===== src/hw/rtl/scci_pkg.sv =====
// ----------------------------------------------------------------------------
// scci_pkg
// Shared types and codes for the serial calendar clock interface.
// ----------------------------------------------------------------------------
package scci_pkg;

	// bus access kinds
	localparam logic [1:0] FUNC_PORT   = 2'd0;
	localparam logic [1:0] FUNC_STROBE = 2'd1;
	localparam logic [1:0] FUNC_READ   = 2'd2;
	localparam logic [1:0] FUNC_RESET  = 2'd3;

	// command decode (low nibble of the active command)
	localparam logic [3:0] CMD_HOLD      = 4'd0;
	localparam logic [3:0] CMD_READOUT   = 4'd1;
	localparam logic [3:0] CMD_TIME_SET  = 4'd2;
	localparam logic [3:0] CMD_TIME_READ = 4'd3;

	// port command that selects the serial command register
	localparam logic [2:0] PORT_CMD_EXT = 3'd7;

	localparam logic [7:0] ACTIVE_RESET = 8'h80;

	// strobe bit positions
	localparam int STB_CMD   = 1;
	localparam int STB_SHIFT = 2;

	typedef struct packed {
		logic [1:0] func;
		logic [7:0] bus_data;
		logic [7:0] now_year;
		logic [3:0] now_month;
		logic [2:0] now_weekday;
		logic [5:0] now_day;
		logic [5:0] now_hour;
		logic [6:0] now_minute;
		logic [6:0] now_second;
	} item_t;

	typedef struct packed {
		logic       read_bit;
		logic       set_pulse;
		logic [7:0] set_year;
		logic [3:0] set_month;
		logic [7:0] set_day;
		logic [7:0] set_hour;
		logic [7:0] set_minute;
		logic [7:0] set_second;
	} result_t;

	typedef logic [5:0][7:0] time_bytes_t;

endpackage


===== src/hw/rtl/scci_in_stage.sv =====
// ----------------------------------------------------------------------------
// scci_in_stage
// Input register: holds one request until the execute stage takes it.
// ----------------------------------------------------------------------------
module scci_in_stage (
	input  logic            clk,
	input  logic            arst_n,
	input  logic            in_valid,
	output logic            in_ready,
	input  scci_pkg::item_t in_item,
	input  logic            out_free,
	output logic            fire,
	output scci_pkg::item_t item_s1
);
	import scci_pkg::*;

	logic valid_s1;

	assign fire     = valid_s1 & out_free;
	assign in_ready = ~valid_s1 | fire;

	always_ff @(posedge clk or negedge arst_n) begin
		if (!arst_n) begin
			valid_s1 <= 1'b0;
		end else if (in_ready) begin
			valid_s1 <= in_valid;
		end
	end

	always_ff @(posedge clk) begin
		if (in_valid && in_ready) begin
			item_s1 <= in_item;
		end
	end

endmodule


===== src/hw/rtl/scci_exec.sv =====
// ----------------------------------------------------------------------------
// scci_exec
// Chip state and combinational command / shift execution for one request.
// ----------------------------------------------------------------------------
module scci_exec (
	input  logic              clk,
	input  logic              arst_n,
	input  logic              fire,
	input  scci_pkg::item_t   item_s1,
	output scci_pkg::result_t result
);
	import scci_pkg::*;

	time_bytes_t tb_q, tb_d, tb_sh;
	logic [3:0]  sc_q, sc_d, sc_sh;
	logic [7:0]  act_q, act_d;
	logic [2:0]  pc_q, pc_d;
	logic        din_q, din_d;
	logic [7:0]  ls_q, ls_d;
	logic        hold_q, hold_d;
	logic        dout_q, dout_d;
	logic [7:0]  rise;
	logic        ext;
	result_t     res;

	always_comb begin
		tb_d   = tb_q;
		sc_d   = sc_q;
		act_d  = act_q;
		pc_d   = pc_q;
		din_d  = din_q;
		ls_d   = ls_q;
		hold_d = hold_q;
		dout_d = dout_q;
		res    = '0;
		rise   = (ls_q ^ item_s1.bus_data) & item_s1.bus_data;
		ext    = 1'b0;
		tb_sh  = tb_q;
		sc_sh  = sc_q;

		case (item_s1.func)
			FUNC_PORT: begin
				pc_d  = item_s1.bus_data[2:0];
				din_d = item_s1.bus_data[3];
			end
			FUNC_STROBE: begin
				ls_d = item_s1.bus_data;
				if (rise[STB_CMD]) begin
					act_d = (pc_q == PORT_CMD_EXT) ? {ACTIVE_RESET[7:4] , sc_q}
					                               : {5'd0, pc_q};
					case (act_d[3:0])
						CMD_HOLD: begin
							hold_d = 1'b1;
							dout_d = 1'b0;
						end
						CMD_READOUT: begin
							hold_d = 1'b0;
							dout_d = 1'b1;
						end
						CMD_TIME_SET: begin
							res.set_pulse  = 1'b1;
							res.set_year   = act_d[7] ? tb_q[5] : item_s1.now_year;
							res.set_month  = tb_q[4][7:4];
							res.set_day    = tb_q[3];
							res.set_hour   = tb_q[2];
							res.set_minute = tb_q[1];
							res.set_second = tb_q[0];
							hold_d = 1'b1;
							dout_d = 1'b1;
						end
						CMD_TIME_READ: begin
							tb_d[5] = item_s1.now_year;
							tb_d[4] = {item_s1.now_month, 1'b0, item_s1.now_weekday};
							tb_d[3] = {2'b00, item_s1.now_day};
							tb_d[2] = {2'b00, item_s1.now_hour};
							tb_d[1] = {1'b0, item_s1.now_minute};
							tb_d[0] = {1'b0, item_s1.now_second};
							hold_d = 1'b1;
							dout_d = 1'b0;
						end
						default: begin
						end
					endcase
				end
				if (rise[STB_SHIFT]) begin
					ext   = act_d[7];
					tb_sh = tb_d;
					sc_sh = sc_d;
					if (hold_d) begin
						if (ext) begin
							sc_d = {din_q, sc_sh[3:1]};
						end
					end else begin
						for (int i = 0; i < 4; i++) begin
							tb_d[i] = {tb_sh[i+1][0], tb_sh[i][7:1]};
						end
						if (ext) begin
							// 52-bit chain: bytes 0..5 then the serial command
							tb_d[4] = {tb_sh[5][0], tb_sh[4][7:1]};
							tb_d[5] = {sc_sh[0], tb_sh[5][7:1]};
							sc_d    = {din_q, sc_sh[3:1]};
						end else begin
							tb_d[4] = {din_q, tb_sh[4][7:1]};
						end
					end
				end
			end
			FUNC_RESET: begin
				tb_d   = '0;
				sc_d   = '0;
				act_d  = ACTIVE_RESET;
				pc_d   = '0;
				din_d  = 1'b0;
				ls_d   = '0;
				hold_d = 1'b0;
				dout_d = 1'b0;
			end
			default: begin
			end
		endcase

		res.read_bit = dout_d & tb_d[0][0];
	end

	assign result = res;

	always_ff @(posedge clk or negedge arst_n) begin
		if (!arst_n) begin
			tb_q   <= '0;
			sc_q   <= '0;
			act_q  <= ACTIVE_RESET;
			pc_q   <= '0;
			din_q  <= 1'b0;
			ls_q   <= '0;
			hold_q <= 1'b0;
			dout_q <= 1'b0;
		end else if (fire) begin
			tb_q   <= tb_d;
			sc_q   <= sc_d;
			act_q  <= act_d;
			pc_q   <= pc_d;
			din_q  <= din_d;
			ls_q   <= ls_d;
			hold_q <= hold_d;
			dout_q <= dout_d;
		end
	end

`ifndef SYNTHESIS
	a_reset_state: assert property (@(posedge clk) disable iff (!arst_n)
		fire && item_s1.func == FUNC_RESET |=>
			act_q == ACTIVE_RESET && !hold_q && !dout_q && tb_q == '0)
		else $error("reset request did not restore state");

	a_read_no_change: assert property (@(posedge clk) disable iff (!arst_n)
		fire && item_s1.func == FUNC_READ |=>
			$stable(tb_q) && $stable(act_q) && $stable(sc_q) && $stable(ls_q))
		else $error("data read changed state");

	a_idle_hold: assert property (@(posedge clk) disable iff (!arst_n)
		!fire |=> $stable(tb_q) && $stable(sc_q) && $stable(hold_q))
		else $error("state moved without a request");

	a_set_only_cmd: assert property (@(posedge clk) disable iff (!arst_n)
		fire && res.set_pulse |-> item_s1.func == FUNC_STROBE && rise[STB_CMD])
		else $error("time set without command strobe");
`endif

endmodule


===== src/hw/rtl/scci_out_stage.sv =====
// ----------------------------------------------------------------------------
// scci_out_stage
// Result register: holds one result until the consumer takes it.
// ----------------------------------------------------------------------------
module scci_out_stage (
	input  logic              clk,
	input  logic              arst_n,
	input  logic              fire,
	input  scci_pkg::result_t result,
	output logic              out_free,
	output logic              out_valid,
	input  logic              out_ready,
	output scci_pkg::result_t result_q
);
	import scci_pkg::*;

	logic valid_q;

	assign out_free  = ~valid_q | out_ready;
	assign out_valid = valid_q;

	always_ff @(posedge clk or negedge arst_n) begin
		if (!arst_n) begin
			valid_q <= 1'b0;
		end else if (fire) begin
			valid_q <= 1'b1;
		end else if (out_ready) begin
			valid_q <= 1'b0;
		end
	end

	always_ff @(posedge clk) begin
		if (fire) begin
			result_q <= result;
		end
	end

endmodule


===== src/hw/rtl/serial_calendar_clock_interface_core.sv =====
// ----------------------------------------------------------------------------
// serial_calendar_clock_interface_core
// Bus-access model of a serial calendar clock chip's command/shift interface.
// ----------------------------------------------------------------------------
// Each request is one bus access (port write, strobe write, data read or
// reset) and yields exactly one result: the serial data-out bit and, when a
// time set command ran, the time fields to be written. A request passes an
// input register and a combinational execute stage into a result register,
// so one request is taken per clock and its result is held in the result
// register until taken; only a stalled result register slows intake.
// Chip state updates in request order at the execute stage.
module serial_calendar_clock_interface_core (
	input  logic       clk,
	input  logic       arst_n,
	input  logic       in_valid,
	output logic       in_ready,
	input  logic [1:0] func,
	input  logic [7:0] bus_data,
	input  logic [7:0] now_year,
	input  logic [3:0] now_month,
	input  logic [2:0] now_weekday,
	input  logic [5:0] now_day,
	input  logic [5:0] now_hour,
	input  logic [6:0] now_minute,
	input  logic [6:0] now_second,
	output logic       out_valid,
	input  logic       out_ready,
	output logic       read_bit,
	output logic       set_pulse,
	output logic [7:0] set_year,
	output logic [3:0] set_month,
	output logic [7:0] set_day,
	output logic [7:0] set_hour,
	output logic [7:0] set_minute,
	output logic [7:0] set_second
);
	import scci_pkg::*;

	item_t   in_item, item_s1;
	result_t result, result_q;
	logic    fire, out_free;

	assign in_item = '{func: func, bus_data: bus_data, now_year: now_year,
		now_month: now_month, now_weekday: now_weekday, now_day: now_day,
		now_hour: now_hour, now_minute: now_minute, now_second: now_second};

	scci_in_stage u_in (
		.clk      (clk),
		.arst_n   (arst_n),
		.in_valid (in_valid),
		.in_ready (in_ready),
		.in_item  (in_item),
		.out_free (out_free),
		.fire     (fire),
		.item_s1  (item_s1)
	);

	scci_exec u_exec (
		.clk     (clk),
		.arst_n  (arst_n),
		.fire    (fire),
		.item_s1 (item_s1),
		.result  (result)
	);

	scci_out_stage u_out (
		.clk       (clk),
		.arst_n    (arst_n),
		.fire      (fire),
		.result    (result),
		.out_free  (out_free),
		.out_valid (out_valid),
		.out_ready (out_ready),
		.result_q  (result_q)
	);

	assign read_bit   = result_q.read_bit;
	assign set_pulse  = result_q.set_pulse;
	assign set_year   = result_q.set_year;
	assign set_month  = result_q.set_month;
	assign set_day    = result_q.set_day;
	assign set_hour   = result_q.set_hour;
	assign set_minute = result_q.set_minute;
	assign set_second = result_q.set_second;

endmodule


===== config.mk =====
export PLATFORM = sky130hd
export DESIGN_NAME = serial_calendar_clock_interface_core
export DESIGN_NICKNAME = d
export VERILOG_FILES = /design/src/hw/rtl/scci_pkg.sv /design/src/hw/rtl/scci_in_stage.sv /design/src/hw/rtl/scci_exec.sv /design/src/hw/rtl/scci_out_stage.sv /design/src/hw/rtl/serial_calendar_clock_interface_core.sv
export SDC_FILE = /design/constraint.sdc
export NUM_CORES = 1
export LEC_CHECK = 0
export BUFFER_PORTS_ARGS = -buffer_cell sky130_fd_sc_hd__buf_2
export CAP_MARGIN = 30
export CORE_MARGIN = 8
export CORE_UTILIZATION = 60
export CTS_CLUSTER_SIZE = 24
export DETAILED_ROUTE_END_ITERATION = 12
export GPL_TIMING_DRIVEN = 1
export PLACE_DENSITY_LB_ADDON = 0.08
export SYNTH_ARGS = -nofsm -noshare
export SYNTH_HDL_FRONTEND = slang
export SYNTH_HIERARCHICAL = 1
export SYNTH_SLANG_ARGS = --single-unit

===== constraint.sdc =====
create_clock -name clk -period 4.7 [get_ports clk]
set_clock_uncertainty 0.05 [all_clocks]
set_input_delay 0.94 -clock clk [delete_from_list [all_inputs] [get_ports clk]]
set_output_delay 0.94 -clock clk [all_outputs]
set_load 0.01 [all_outputs]

==> results of run 1 <==
registers in the layout (all words and copies together), names as in the netlist:
| register | flops |
|---|---|
| u_exec/dout_q | 1 |
| u_exec/pc_q | 3 |
| u_exec/hold_q | 1 |
| u_out/result_q | 46 |
| u_exec/sc_q | 4 |
| u_in/item_s1 | 47 |
| u_exec/din_q | 1 |
| u_exec/act_q | 1 |
| u_exec/tb_q | 48 |
| u_exec/ls_q | 2 |
| u_out/out_valid | 1 |
| u_in/valid_s1 | 1 |
report_power, final:
group	leakage [µW]	internal [µW]	switching [µW]	total (µW)
registers	0.00178	1590	85.2	1680
clock network	0.000274	746	502	1250
logic	0.00131	163	270	433
layer usage:
metal | part of all wire | vias up | track usage
met3 | 0.063 | 30 | 0.06107
li1 | - | 1997 | -
met4 | 0.024 | 0 | 0.08899
met2 | 0.51 | 147 | 0.3334
met5 | 0 | - | 0
met1 | 0.41 | 2125 | 0.2487
through the flow:
stage	utilization	total power [µW]
2_1_floorplan	-	1985
3_3_place_gp	0.6615	2114
3_5_place_dp	0.6648	2135
4_1_cts	0.7160	3381
5_1_grt	0.7160	3489
6_report	0.7160	3360
worst max-delay path by stage:
stage	from	end	slack, ns
2_1_floorplan	out_ready	u_exec/tb_q[47]	1.01
3_3_place_gp	out_ready	u_exec/tb_q[1]	1.77
3_5_place_dp	out_ready	u_exec/tb_q[24]	1.71
4_1_cts	u_exec/pc_q[2]	u_exec/tb_q[24]	2.16
5_1_grt	u_in/item_s1[50]	u_exec/tb_q[4]	1.92
6_report	u_exec/pc_q[2]	u_exec/tb_q[24]	2.14
area by class of cell:
type | count | area share
timing repair buffer | 107 | 0.07513
inverter | 4 | 0.001952
multi-input combinational | 288 | 0.2605
clock buffer | 26 | 0.06749
sequential | 156 | 0.5681
clock inverter | 6 | 0.004066
tap | 140 | 0.02277
placed cells by master (no fill, tap or decap), drive strengths merged, types with 3 or more instances in the layout:
cell	count
nor2	5
nand2	47
dfrtp	62
mux2i	15
and3	32
a22oi	5
nand4	10
and2	42
a22o	6
a21oi	10
mux2	12
clkinv	5
o21ai	27
a221o	16
a32oi	13
buf	107
o211ai	8
nand2b	10
nor2b	5
clkbuf	26
inv	4
o2bb2ai	5
nand3	3
edfxtp	93
==> results.md, run 1 <==
* Critical Path Max Stage Delay at approximately 0.71 ns
* Row count at 38
* Die area at roughly 14000 µm²
* Max frequency at slightly below 0.4 GHz
* R2R setup slack at around 2.1 ns
* Setup_tns at 0 ns
* Post-CTS Setup Repair Bufs at 0
* Kind of critical path: reg -> reg
* Setup violators final at 0
* Initial DRC Count at roughly 400
* Rel. slew slack at 0.5082
* Final WL at between 10000 and 15000 µm
* Fin worst setup slack at 2.137 ns
* Final net count at around 630
* Worst hold path class: in -> async
* Area growth syn-to-layout at 17.68%
* RSZ-0062 raised after global routing: false
* Max-cap violations at 0
* Final min period at between 2 and 3 ns
* Buf+Inv Stages, Crit Path at 1
* Slowest CP cell: o21ai_4
* GR Overflow Total at 0
* Vias at ~4300
* Largest net degree at the start of global routing at between 50 and 60
* Power density over cell area at between 400 and 500 nW/µm²
* Multi-input logic area at ~2000 µm²
* Final period utilization at 0.5453
* Num CTS Buffers at 17
* Hold WS at roughly 0.17 ns
* Critical path fanouts, max at 26
* Pleak at 0.003362 µW
* DP HPWL at about 9100 µm
* Clock Sinks at roughly 160
* Starting density of the core at 0.6084
* DIE WIDTH at 120.4 µm
* Pre-CTS WS at approximately 1.7 ns
* Req. time, crit path at a little over 5 ns
* Routability cong. at roughly 0.87
* Vias per inst at ~6
* Worst r2r dst: u_exec/tb_q[24]
* Core Area at approximately 11000 µm²
* First-pass GRT wire length at 22880 µm
* Layout fillers at 775
* Clk_lat worst skew at 0.54 ns
* Initial antenna violation count at 0
* Hold violation count in the final report at 0
* Vias in the first global route at between 4000 and 5000
* CP arrival at just under 3 ns
* Wire per inst at roughly 19 µm
* ANT nets after route at 0
* Critical path depth in cells at 6
* Worst Setup Start Kind: register
* IO Count at between 100 and 150
* Placed Cells at between 600 and 700
* Ys Warns at 6
* Die H at approximately 120 µm
* Number of gates resized after CTS at 0
* R2R cell count at 6
* Drt pass-1 iters at 5
* # DRC at 0
* Layout cell share with drive strength beyond 1 at 0.2794
* Post-synthesis cell count at between 400 and 500
* Area of placed instances at slightly above 7000 µm²
* Hold Buf Count CTS at 0
* Post-route cell area at ~7700 µm²
* Worst vdd ir at ~0.33 mV
* CP delay by family, top: compound AO/OA/AOI/OAI gates
* Critical-path cell list: a21bo_2, o2111ai_1, buf_4, nand2_1, o21ai_4, a221o_1
* Storage cell area at approximately 4400 µm²
* Post-Layout Cell Count at between 700 and 800
* CTS H-Tree Depth at 4
* Critical R2R Launch: u_exec/pc_q[2]
* Post-Syn Area at 6538 µm²
* GRT Total Usage at 0.2046
* Root buffer cell: clkbuf_8
* Pins over their slew limit at 0
* CTS tree: done
* Clk slew on worst S/H paths at roughly 0.060 ns
* Ant. Diodes at 0
* Syn_nets at about 540
* PortBufs at a little under 100
* Status: finished, final reports clean
* Avg Cell Area, Syn at around 14 µm²
* Clk buf depth at 2
* Crit. End Element: register
* Worst-margin pin slew at ~0.73 ns
No activity file was read; power rests on OpenSTA's default activity.
==> inputs of run 2 (changes only) <==
--- a/config.mk
+++ b/config.mk
@@ -8,7 +8,7 @@
 export BUFFER_PORTS_ARGS = -buffer_cell sky130_fd_sc_hd__buf_2
 export CAP_MARGIN = 30
 export CORE_MARGIN = 8
-export CORE_UTILIZATION = 60
+export CORE_UTILIZATION = 51
 export CTS_CLUSTER_SIZE = 24
 export DETAILED_ROUTE_END_ITERATION = 12
 export GPL_TIMING_DRIVEN = 1
==> constraint.sdc (replaced) <==
create_clock -name clk -period 2.3 [get_ports clk]
set_clock_uncertainty 0.05 [all_clocks]
set_input_delay 0.46 -clock clk [delete_from_list [all_inputs] [get_ports clk]]
set_output_delay 0.46 -clock clk [all_outputs]
set_load 0.01 [all_outputs]
==> results.md, run 2 (synthesis gave the netlist of run 1 again) <==
* Hold depth at 1
* CTS tree: done (unchanged)
* Row count at 41 (was 38)
* Post-CTS Setup Repair Bufs at 0 (unchanged)
* Status: finished, final reports clean (unchanged)
* Biggest regs: u_exec/tb_q x48, u_in/item_s1 x47, u_out/result_q x46 (unchanged)
* Worst r2r dst: u_out/result_q[45] (was u_exec/tb_q[24])
* Max FFs per register at 48 (unchanged)
* PortBufs at 98 (unchanged)
* GR Overflow Total at 0 (unchanged)
* Top reg by flops: u_exec/tb_q (unchanged)
* Worst min-delay path startpoint: now_year[4]
* Max-cap violations at 0 (unchanged)
* Starting density of the core at 0.5202 (was 0.6084)
* Worst vdd ir at 0.5695 mV (was 0.3335 mV)
* Root buffer cell: clkbuf_16 (was clkbuf_8)
* Post-Layout Cell Count at 775 (was 727)
* # DRC at 0 (unchanged)
* Req. time, crit path at 2.40 ns (was 5.12 ns)
* Area growth syn-to-layout at 21.26% (was 17.68%)
* Pins over their slew limit at 0 (unchanged)
* ANT nets after route at 0 (unchanged)
* Drt pass-1 iters at 4 (was 5)
* Hold violation count in the final report at 0 (unchanged)
* Initial DRC Count at 402 (was 404)
* Final WL at 14740 µm (was 14160 µm)
* Kind of critical path: reg -> reg (unchanged)
* Placed Cells at 742 (was 695)
* Layout fillers at 980 (was 775)
* Vias in the first global route at 4609 (was 4468)
* RSZ-0062 raised after global routing: false (unchanged)
* R2R setup slack at 0.11 ns (was 2.14 ns)
* Clock Sinks at 156 (unchanged)
* First-pass GRT wire length at 23920 µm (was 22880 µm)
* Final min period at 2.191 ns (was 2.563 ns)
* Routability cong. at 0.8619 (was 0.8707)
* Setup_tns at 0 ns (unchanged)
* Final net count at 647 (was 631)
* GRT Total Usage at 0.1872 (was 0.2046)
* IO Count at 103 (unchanged)
* Final core utilization at 0.6308 (was 0.7160)
* Rel. slew slack at 0.6071 (was 0.5082)
* Clk_lat worst skew at 0.43 ns (was 0.54 ns)
* Max frequency at 0.4565 GHz (was 0.3902 GHz)
* Power density over cell area at 894.2 nW/µm² (was 436.7 nW/µm²)
* Die area at 16700 µm² (was 14490 µm²)
* Die H at 129.2 µm (was 120.4 µm)
* Worst hold path class: in -> reg (was in -> async)
* Critical Path Max Stage Delay at 0.49 ns (was 0.71 ns)
* Final period utilization at 0.9525 (was 0.5453)
* Most common cell after layout, fill and taps aside: buf_2 (unchanged)
* Vias per inst at 5.591 (was 5.913)
* Clk buf depth at 2 (unchanged)
* Ant. Diodes at 0 (unchanged)
* Pleak at 0.003464 µW (was 0.003362 µW)
* Layout cell share with drive strength beyond 1 at 0.2902 (was 0.2794)
* R2R cell count at 5 (was 6)
* Hold EP: u_in/item_s1[37]
* Num CTS Buffers at 17 (unchanged)
* Worst Setup Start Kind: register (unchanged)
* Critical path fanouts, max at 8 (was 26)
* CTS H-Tree Depth at 4 (unchanged)
* Most frequent cells in the layout: buf_2 (98), edfxtp_1 (93), dfrtp_1 (62) (unchanged)
* DIE WIDTH at 129.2 µm (was 120.4 µm)
* Worst-margin pin slew at 0.5893 ns (was 0.7350 ns)
* Critical R2R Launch: u_exec/pc_q[1] (was u_exec/pc_q[2])
* Initial antenna violation count at 0 (unchanged)
* Critical-path cell list: and4bb_4, o21ai_4, mux2i_2, mux2i_1, a32oi_1 (was a21bo_2, o2111ai_1, buf_4, nand2_1, o21ai_4, a221o_1)
* Slowest CP cell: dfrtp_1 (was o21ai_4)
* Crit. End Element: register (unchanged)
* Clk slew on worst S/H paths at 0.06 ns (about the same)
* Core Area at 12570 µm² (was 10750 µm²)
* Largest net degree at the start of global routing at 58 (unchanged)
* Vias at 4333 (was 4299)
* Setup violators final at 0 (unchanged)
* CP arrival at 2.29 ns (was 2.98 ns)
* Wire per inst at 19.02 µm (was 19.48 µm)
* DP HPWL at 9692 µm (was 9053 µm)
[run 2: changes by cell type in the layout (fill, tap and decap cells not counted), sizes merged]
cell,change
buf,+15
clkbuf,-5
clkinv,+3
clkinvlp,-1
bufinv,+3
dlygate4sd3,+1
[run 2: repair_timing]
item                                    CTS  global route
endpoints found under the setup margin    0             1
hold buffers                              1             0
gates resized for setup                   0             1
hold endpoints to repair                  3             0
[run 2: power breakdown]
part | switching [µW] | internal [µW]
Clock | 1020 | 1680
Sequential | 173 | 3250
Combinational | 564 | 392
Total | 1760 | 5330
[run 2: worst max-delay path by stage]
| stage | from | endpoint | depth (start not counted) |
|---|---|---|---|
| floorplan | out_ready | u_exec/tb_q[24] | 6 |
| global placement | u_exec/pc_q[1] | u_exec/tb_q[40] | 5 |
| detailed placement | u_exec/pc_q[1] | u_exec/tb_q[47] | 5 |
| CTS | u_exec/pc_q[1] | u_exec/tb_q[47] | 5 |
| global route | u_exec/pc_q[1] | u_out/result_q[45] | 5 |
| finish | u_exec/pc_q[1] | u_out/result_q[45] | 5 |
[run 2: worst max-delay path, delay by kind of cell (launching register included)]
family           cells  cell delay [ns]
AO/OA/AOI/OAI        2             0.33
AND/OR/NAND/NOR      1             0.27
flip-flops           1             0.49
multiplexers         2             0.75
[run 2: area by class of cell]
cell class                 count  area (µm²)  share of cell area
sequential                   156        4370              0.5513
multi-input combinational    288        2006              0.2530
timing repair buffer         123       755.7             0.09533
clock buffer                  21       440.4             0.05556
tap                          172       215.2             0.02715
clock inverter                11       125.1             0.01578
inverter                       4       15.01            0.001894
[run 2: metrics by stage]
stage,total power (µW),area (µm²),hold WS [ns],setup WS (ns)
after floorplan,4056,6544,0.1144,0.05730
after global placement,4406,7352,0.3942,0.1933
after detailed placement,4440,7352,0.4038,0.1332
after CTS,7153,7928,0.1431,0.1149
after global routing,7393,7928,0.1426,0.05037
final,7089,7928,0.1542,0.1092
[run 2: routing by layer]
metal / routed length [µm] / track usage
met5: 0 / 0
met4: 204 / 0.07671
met3: 871 / 0.05382
met2: 7558 / 0.3104
met1: 6108 / 0.2250
